[config.mk]
export PLATFORM = sky130hd
export DESIGN_NAME = latency_statistics_accumulator
export DESIGN_NICKNAME = d
export VERILOG_FILES = /design/src/lsa_pkg.sv /design/src/lsa_divider.sv /design/src/latency_statistics_accumulator.sv
export SDC_FILE = /design/constraint.sdc
export NUM_CORES = 2
export LEC_CHECK = 0
export BUFFER_PORTS_ARGS = -buffer_cell sky130_fd_sc_hd__buf_4
export CELL_PAD_IN_SITES_DETAIL_PLACEMENT = 0
export CELL_PAD_IN_SITES_GLOBAL_PLACEMENT = 1
export CORE_ASPECT_RATIO = 1.75
export CORE_UTILIZATION = 41
export DETAILED_ROUTE_END_ITERATION = 10
export GPL_TIMING_DRIVEN = 0
export PLACE_DENSITY = 0.68
export SLEW_MARGIN = 25
export SYNTH_ARGS = -nofsm -noshare
export SYNTH_HDL_FRONTEND = slang
export SYNTH_SLANG_ARGS = --single-unit
[constraint.sdc]
create_clock -name i_clk -period 13.2 [get_ports i_clk]
set_input_delay 1.32 -clock i_clk [delete_from_list [all_inputs] [get_ports i_clk]]
set_output_delay 1.32 -clock i_clk [all_outputs]
set_load 0.005 [all_outputs]
[src/lsa_pkg.sv]
// ----------------------------------------------------------------------------
// lsa_pkg: shared constants and types for the latency statistics accumulator
// Holds widths, register codes and the sequencer state encoding.
// ----------------------------------------------------------------------------
package lsa_pkg;
    localparam int DUR_W     = 32;
    localparam int FRAC_W    = 16;
    localparam int MEAN_W    = DUR_W + FRAC_W;
    localparam int CNT_W     = 32;
    localparam int DIV_W     = 16;
    localparam int SQ_W      = 64;
    localparam int TS_W      = 64;
    localparam logic [DIV_W-1:0] DIV_RESET = 16'd100;
    localparam logic [1:0] REG_DIVISOR = 2'd0;

    localparam int ST_W = 3;
    localparam logic [ST_W-1:0] ST_IDLE = 3'd0;
    localparam logic [ST_W-1:0] ST_TOL  = 3'd1;
    localparam logic [ST_W-1:0] ST_MDIV = 3'd2;
    localparam logic [ST_W-1:0] ST_MUL  = 3'd3;
    localparam logic [ST_W-1:0] ST_DONE = 3'd4;
    localparam logic [ST_W-1:0] ST_OUT  = 3'd5;

    typedef struct packed {
        logic                start;
        logic [MEAN_W-1:0]   dividend;
        logic [CNT_W-1:0]    divisor;
    } t_div_req;
endpackage

[src/lsa_divider.sv]
// ----------------------------------------------------------------------------
// lsa_divider: shared restoring divider
// Unsigned MEAN_W by CNT_W division, one quotient bit per cycle.
// ----------------------------------------------------------------------------
module lsa_divider import lsa_pkg::*; (
    input  logic              i_clk,
    input  logic              i_rst_n,
    input  t_div_req          i_req,
    output logic              o_done,
    output logic [MEAN_W-1:0] o_quot
);
    localparam int CW = $clog2(MEAN_W + 1);
    logic [MEAN_W-1:0] r_q, n_q;
    logic [CNT_W:0]    r_rem, n_rem;
    logic [CNT_W-1:0]  r_den;
    logic [CW-1:0]     r_cnt;
    logic              r_busy;
    logic [CNT_W:0]    w_sh;

    assign w_sh = {r_rem[CNT_W-1:0], r_q[MEAN_W-1]};

    always_comb begin
        n_q = {r_q[MEAN_W-2:0], 1'b0};
        n_rem = w_sh;
        if (w_sh >= {1'b0, r_den}) begin
            n_rem = w_sh - {1'b0, r_den};
            n_q[0] = 1'b1;
        end
    end

    always_ff @(posedge i_clk) begin
        if (!i_rst_n) begin
            r_busy <= 1'b0;
            r_cnt  <= '0;
            o_done <= 1'b0;
        end else begin
            o_done <= r_busy && !i_req.start && (r_cnt == CW'(1));
            if (i_req.start) begin
                r_busy <= 1'b1;
                r_cnt  <= CW'(MEAN_W);
                r_q    <= i_req.dividend;
                r_rem  <= '0;
                r_den  <= i_req.divisor;
            end else if (r_busy) begin
                r_q   <= n_q;
                r_rem <= n_rem;
                r_cnt <= r_cnt - 1'b1;
                if (r_cnt == CW'(1))
                    r_busy <= 1'b0;
            end
        end
    end
    assign o_quot = r_q;
endmodule

[src/latency_statistics_accumulator.sv]
// ----------------------------------------------------------------------------
// latency_statistics_accumulator: running latency statistics
// Min, max, majority mode, Welford mean and sum of squared deviations.
// ----------------------------------------------------------------------------
// Usage:
//   Slave stream: one request per event, tdata = start_time [63:0],
//   end_time [127:64]. Master stream: one result per request with the
//   statistics after it. APB register 0 (address 0): mode tolerance divisor.
//   Sequence: a dropped request (end before start) shows its result in the
//   cycle after acceptance. An accepted request runs the shared serial
//   divider twice (tolerance, mean step), then four 24x24 partial products
//   and the sum update before its result. The first sample skips the mean
//   step, the partial products and the sum update.
//   o_s_tready is low while a request is in work or a result waits.
//   Reset: statistics clear (min to all ones), divisor back to 100.
//   Stall: the result holds on o_m_tdata until i_m_tready; no new request is
//   taken meanwhile.
// ----------------------------------------------------------------------------
module latency_statistics_accumulator import lsa_pkg::*; (
    input  logic         i_clk,
    input  logic         i_rst_n,
    input  logic         i_s_tvalid,
    output logic         o_s_tready,
    // start_time[63:0], end_time[127:64]
    input  logic [127:0] i_s_tdata,
    output logic         o_m_tvalid,
    input  logic         i_m_tready,
    // accepted[0], duration_clipped[1], sample_count[33:2], min_latency[65:34],
    // max_latency[97:66], mode_latency[129:98], mode_votes[161:130],
    // mean_latency[209:162], sq_dev_sum[273:210], zero fill to 279
    output logic [279:0] o_m_tdata,
    input  logic         psel,
    input  logic         penable,
    input  logic         pwrite,
    input  logic [1:0]   paddr,
    input  logic [31:0]  pwdata,
    output logic [31:0]  prdata,
    output logic         pready
);
    localparam logic [CNT_W-1:0] CMAX = '1;
    logic [ST_W-1:0]  r_st;
    logic [DIV_W-1:0] r_div;
    logic [CNT_W-1:0] r_count, r_votes;
    logic [DUR_W-1:0] r_min, r_max, r_mode, r_d;
    logic [MEAN_W-1:0] r_mean, r_mag, r_magn;
    logic [SQ_W-1:0]  r_sq;
    logic             r_acc, r_clip, r_up;
    logic [1:0]       r_pp;
    logic [2*MEAN_W-1:0] r_prod;
    t_div_req         w_req;
    logic             w_done;
    logic [MEAN_W-1:0] w_quot;
    logic [TS_W-1:0]  w_s, w_e, w_diff;
    logic [MEAN_W-1:0] w_x, w_neu;
    logic [DUR_W:0]   w_low, w_high;
    logic [DUR_W-1:0] w_tol;
    logic [23:0]      w_ma, w_mb;
    logic [47:0]      w_mp;
    logic [2*MEAN_W-1:0] w_pp;
    logic [SQ_W:0]    w_sqs;
    logic [2*MEAN_W-1:0] w_psh;

    assign pready = 1'b1;
    assign prdata = (paddr == REG_DIVISOR) ? {16'd0, r_div} : 32'd0;
    assign o_s_tready = (r_st == ST_IDLE);
    assign o_m_tvalid = (r_st == ST_OUT);
    assign w_s = i_s_tdata[63:0];
    assign w_e = i_s_tdata[127:64];
    assign w_diff = w_e - w_s;
    assign w_x = {r_d, {FRAC_W{1'b0}}};
    assign w_tol = w_quot[DUR_W-1:0];
    assign w_low = ({1'b0, r_mode} > {1'b0, w_tol}) ? {1'b0, r_mode - w_tol} : '0;
    assign w_high = {1'b0, r_mode} + {1'b0, w_tol};
    assign w_neu = r_up ? r_mean + w_quot : r_mean - w_quot;
    // one 24x24 multiplier walks the four partial products of the square term
    assign w_ma = r_pp[1] ? r_mag[47:24] : r_mag[23:0];
    assign w_mb = r_pp[0] ? r_magn[47:24] : r_magn[23:0];
    assign w_mp = w_ma * w_mb;
    always_comb begin
        unique case (r_pp)
            2'd0: w_pp = (2*MEAN_W)'(w_mp);
            2'd1: w_pp = (2*MEAN_W)'(w_mp) << 24;
            2'd2: w_pp = (2*MEAN_W)'(w_mp) << 24;
            default: w_pp = (2*MEAN_W)'(w_mp) << 48;
        endcase
    end
    assign w_psh = r_prod >> (2 * FRAC_W);
    assign w_sqs = {1'b0, r_sq} + {1'b0, w_psh[SQ_W-1:0]};

    always_comb begin
        w_req.start = 1'b0;
        w_req.dividend = '0;
        w_req.divisor = '0;
        if (r_st == ST_IDLE && i_s_tvalid && w_e >= w_s) begin
            w_req.start = 1'b1;
            w_req.dividend = MEAN_W'(w_diff[TS_W-1:DUR_W] != 0 ? {DUR_W{1'b1}}
                                                                 : w_diff[DUR_W-1:0]);
            w_req.divisor = CNT_W'((r_div == 0) ? DIV_W'(1) : r_div);
        end else if (r_st == ST_TOL && w_done && r_count != CNT_W'(1)) begin
            w_req.start = 1'b1;
            w_req.dividend = r_up ? w_x - r_mean : r_mean - w_x;
            w_req.divisor = r_count;
        end
    end

    lsa_divider u_div (
        .i_clk(i_clk), .i_rst_n(i_rst_n), .i_req(w_req),
        .o_done(w_done), .o_quot(w_quot)
    );

    always_ff @(posedge i_clk) begin
        if (!i_rst_n) begin
            r_st <= ST_IDLE;
            r_div <= DIV_RESET;
            r_count <= '0; r_min <= '1; r_max <= '0; r_mode <= '0;
            r_votes <= '0; r_mean <= '0; r_sq <= '0;
        end else begin
            if (psel && penable && pwrite && pready && paddr == REG_DIVISOR)
                r_div <= pwdata[DIV_W-1:0];
            unique case (r_st)
                ST_IDLE: if (i_s_tvalid) begin
                    r_acc <= w_e >= w_s;
                    r_clip <= (w_e >= w_s) && (w_diff[TS_W-1:DUR_W] != 0);
                    r_st <= (w_e >= w_s) ? ST_TOL : ST_OUT;
                    if (w_e >= w_s) begin
                        r_d <= (w_diff[TS_W-1:DUR_W] != 0) ? '1 : w_diff[DUR_W-1:0];
                        if (r_count != CMAX) r_count <= r_count + 1'b1;
                    end
                end
                ST_TOL: begin
                    r_up <= w_x >= r_mean;
                    if (w_done) begin
                        if (r_d < r_min) r_min <= r_d;
                        if (r_d > r_max) r_max <= r_d;
                        if ({1'b0, r_d} >= w_low && {1'b0, r_d} <= w_high) begin
                            if (r_votes != CMAX) r_votes <= r_votes + 1'b1;
                        end else if (r_votes == 0) r_mode <= r_d;
                        else r_votes <= r_votes - 1'b1;
                        if (r_count == CNT_W'(1)) begin
                            r_mean <= w_x; r_sq <= '0; r_st <= ST_OUT;
                        end else begin
                            r_mag <= r_up ? w_x - r_mean : r_mean - w_x;
                            r_st <= ST_MDIV;
                        end
                    end
                end
                ST_MDIV: if (w_done) begin
                    r_mean <= w_neu;
                    r_magn <= r_up ? w_x - w_neu : w_neu - w_x;
                    r_prod <= '0; r_pp <= '0;
                    r_st <= ST_MUL;
                end
                ST_MUL: begin
                    r_prod <= r_prod + w_pp;
                    r_pp <= r_pp + 1'b1;
                    if (r_pp == 2'd3) r_st <= ST_DONE;
                end
                ST_DONE: begin
                    r_sq <= (w_psh[2*MEAN_W-1:SQ_W] != 0 || w_sqs[SQ_W]) ? '1
                                                                       : w_sqs[SQ_W-1:0];
                    r_st <= ST_OUT;
                end
                ST_OUT: if (i_m_tready) r_st <= ST_IDLE;
                default: r_st <= ST_IDLE;
            endcase
        end
    end

    assign o_m_tdata = {6'd0, r_sq, r_mean, r_votes, r_mode, r_max, r_min, r_count,
                        r_clip, r_acc};

`ifndef SYNTH
    a_noaccept_busy: assert property (@(posedge i_clk) disable iff (!i_rst_n)
        o_m_tvalid |-> !o_s_tready) else $error("ready while result pending");
    a_hold: assert property (@(posedge i_clk) disable iff (!i_rst_n)
        o_m_tvalid && !i_m_tready |=> $stable(o_m_tdata)) else $error("result changed");
    a_minmax: assert property (@(posedge i_clk) disable iff (!i_rst_n)
        o_m_tvalid && r_count != 0 |-> r_min <= r_max) else $error("min above max");
    a_drop: assert property (@(posedge i_clk) disable iff (!i_rst_n)
        o_m_tvalid && !r_acc |-> !r_clip) else $error("clip on dropped");
`endif
endmodule

==> impl_results.md <==
* Total Routed Length at 385400 um
* H-Tree Depth at 3
* Psw at 10910 uW
* HPWL after DPL at around 320000 um
* Area Growth Syn to Fin at 13.53%
* Buf/Inv on CP at 8
* Clock sink count at 640
* Asr flop ratio synth at 0%
* Nets@finish at 11710
* R2R setup slack at around 0.26 ns
* Fraction of layout cells with a size suffix above 1 at 8.927%
* RSZ-0062 raised after global routing: no
* Slowest CP cell: buf_1
* IO Pins at 484
* Logic pwr share at between 70% and 80%
* Remaining DRCs at 0
* Core Region at 189300 um2
* Worst Path Arrival at 13.32 ns
* CTS tree: done
* Worst endpoint required time at ~14 ns
* Starting Density at 41.35%
* Sw frac at 56.54%
* Antenna violations before repair at 31
* Synth Area per Inst at 8.123 um2
* Static leakage at between 0.04 and 0.05 uW
* Dpl cell area at 85790 um2
* Synth Warn # at 0
* Global-route wire length before repair at 538500 um
* Largest net degree at the start of global routing at 40
* Fin area at 88860 um2
* Synthesized area at 78270 um2
* Critical path endpoint category: flip-flop
* Worst Hold Launch: r_max[11]
* Cell area power density at around 220 nW/um2
* CTS Buf Count at between 70 and 80
* Synth Register Bits at 640
* Maximum vdd drop at 0.3247 mV
* GRT Resource Usage Total at 39.05%
* Chip Height at 580.0 um
* Delay-heaviest family, CP: compound AO/OA/AOI/OAI gates
* Worst reg-to-reg path cell count at 33
* Startpoint Class: flip-flop
* Routability cong. at 1.049
* Slew @ Worst Pin at around 1.2 ns
* Outcome: finished, final reports clean
* Final hold violations at 0
* Max Slew Vio Count at 0
* Vias at between 70000 and 80000
* Clock slew at reported path FFs at 0.07 ns
* Hold Buf Count CTS at 0
* Vias in the first global route at between 70000 and 80000
* ANT nets after route at 0
* Crit path max fanout at 10
* DRT iter0 DRCs at 5244
* Slew margin rel. at between 15 and 20%
* Rows at 211
* Skew-Pair Late Insertion Delay at 0.72 ns
* Die footprint at 192700 um2
* Register area share after synthesis at 20.73%
* GRT overflow at 0
* CTS Root Buffer Type: clkbuf_16
* Main synth FF type: edfxtp_1
* Count of different cell masters after synthesis at 98
* Clock Tree Buf Depth at 3
* Fmax at 77.26 MHz
* Fin crit period at 12.94 ns
* Tot Pwr at 19290 uW
* Fin Hold WS at 0.4734 ns
* Buffers on Ports at 444
* Clk_skew at 0.06385 ns
* Routed length per instance at between 30 and 40 um
* Highest cell delay on the worst timing path at 0.83 ns
* Setup crit start: r_up
* R2R Path Start: r_up
* Die width at 332.3 um
* Hold path depth at 2
* CP Class: flip-flop to flip-flop
* Reg2reg end: r_magn[45]
* First-pass detailed-route iteration total at 6
* Flop pwr share at approximately 13%
* Clock power frac at between 10% and 20%
* Worst min-delay path class: flip-flop to flip-flop
* Post-DR vias/cell at 5.951
* Hold EP: r_max[11]
* Max-Cap Viols at 0
* Final setup violation count at 0
* Fin crit share at 98.06%
* Int Pwr at 8384 uW
* EDFF count, synth at ~340
* Post-synthesis instance total at 9635
[worst register-to-register path: cells and delay by family (launching register included)]
| family | cells | cell delay (ns) |
|---|---|---|
| xor+xnor | 3 | 1.66 |
| flops | 1 | 0.33 |
| fa+ha+maj | 2 | 0.73 |
| simple gates | 5 | 0.97 |
| buf+inv | 8 | 4.35 |
| compound gates | 15 | 4.58 |
[metal layers]
layer  part of all wire, %  vias up  global-route usage [%]
li1                      -    34510                       -
met1                    32    36800                   36.11
met2                    50     3223                   69.11
met3                   6.4     1342                   8.624
met4                    12       22                   39.82
met5                 0.038        -                       0
[layout make-up]
type	count	area, um2
tap	2449	3064
multi-input combinational	7498	56770
fill	19240	100400
clock buffer	92	2074
clock inverter	44	529.3
timing repair buffer	496	4204
antenna	21	52.55
inverter	1045	3924
buffer	468	2012
sequential	640	16230
[Yosys cell counts, drive strengths merged (16+ instances only)]
cell type | instances | area [um2]
a2111oi | 16 | 146.4
a211o | 16 | 140.1
a211oi | 86 | 650.6
a21boi | 22 | 165.2
a21o | 301 | 2260
a21oi | 740 | 3711
a221oi | 38 | 332.8
a22o | 36 | 315.3
a22oi | 32 | 240.2
a311oi | 16 | 140.1
a31oi | 122 | 763.2
and2 | 139 | 869.6
and3 | 80 | 500.5
buf | 77 | 457.9
clkbuf | 396 | 1488
dfxtp | 299 | 5986
edfxtp | 341 | 10240
fa | 492 | 9849
ha | 829 | 10370
inv | 1042 | 3911
mux2 | 54 | 608.1
mux2i | 178 | 1782
nand2 | 1005 | 3772
nand2b | 68 | 425.4
nand3 | 139 | 695.7
nand3b | 17 | 127.6
nand4 | 175 | 1095
nor2 | 956 | 3588
nor2b | 78 | 488.0
nor3 | 136 | 680.7
nor3b | 18 | 135.1
nor4 | 61 | 417.9
o211ai | 80 | 600.6
o21a | 63 | 473.0
o21ai | 481 | 2419
o21bai | 134 | 1006
o22ai | 18 | 112.6
o2bb2ai | 19 | 166.4
o31ai | 49 | 377.9
or2 | 19 | 118.9
or3 | 51 | 319.1
xnor2 | 337 | 2952
xor2 | 179 | 1568
[how the worst max path moves through the flow]
stage / end / slack (ns) / cells past startpoint
finish: r_magn[45] / 0.26 / 33
global placement: r_prod[86] / -1.69 / 42
detailed placement: r_prod[78] / -1.80 / 45
floorplan: r_prod[84] / 2.25 / 45
global route: r_prod[84] / 0.02 / 46
CTS: r_prod[84] / 0.007 / 45
[metrics by stage]
step                cells  setup WS (ns)  setup TNS [ns]  util, %
floorplan            9656          2.247               0        -
global placement    12550         -1.691          -48.49    44.77
detailed placement  12600         -1.804          -55.78    45.32
CTS                 12730       0.006534               0    46.80
global route        12740        0.01887               0    46.93
finish              12750         0.2565               0    46.94
[registers in the layout, summed over array words and instances, names as in the netlist, 2 cells and up]
name / count
r_prod: 96
u_div.o_quot: 48
u_div.r_rem: 32
r_magn: 48
r_pp: 2
r_d: 32
r_max: 32
r_count: 32
r_st: 3
r_mode: 32
u_div.r_cnt: 6
r_sq: 64
r_div: 16
u_div.r_den: 32
r_mean: 48
r_votes: 32
r_mag: 48
r_min: 32
[power by group through the flow]
stage | Clock [uW] | Combinational (uW) | Sequential (uW)
after floorplan | 0 | 9140 | 2380
after global placement | 0 | 14100 | 2490
after detailed placement | 0 | 14200 | 2460
after CTS | 2340 | 14300 | 2420
after global routing | 2400 | 15500 | 2420
final | 2310 | 14600 | 2430
[kinds of logic (layout without fill, tap and decap cells)]
logic type	Yosys count	after routing	share of synthesized area [%]
XOR/XNOR	516	516	5.774
AO/OA/AOI/OAI	2417	2417	19.67
adder cells (fa/ha/maj)	1321	1321	25.84
flip-flops	640	640	20.73
AND/OR/NAND/NOR	2989	2989	17.43
other	2	44	0.009595
multiplexers	232	232	3.053
buffers and inverters	1518	2145	7.497
[cells in the final DEF, fill, tap and decap left out, drive strengths merged, types with 134 or more instances in the layout]
master | Yosys | layout
nor2 | 956 | 956
buf | 77 | 572
nor3 | 136 | 136
nand4 | 175 | 175
and2 | 139 | 139
xor2 | 179 | 179
clkbuf | 396 | 484
o21ai | 481 | 481
a21o | 301 | 301
nand2 | 1005 | 1005
a21oi | 740 | 740
xnor2 | 337 | 337
dfxtp | 299 | 299
edfxtp | 341 | 341
fa | 492 | 492
nand3 | 139 | 139
inv | 1042 | 1047
ha | 829 | 829
o21bai | 134 | 134
mux2i | 178 | 178
[what timing repair did]
action                     in CTS  in global routing
buffers inserted                0                  2
resized for setup              66                 26
pin swaps                       1                  1
setup endpoints to repair      54                 27
(Power assumes the default switching activity.)
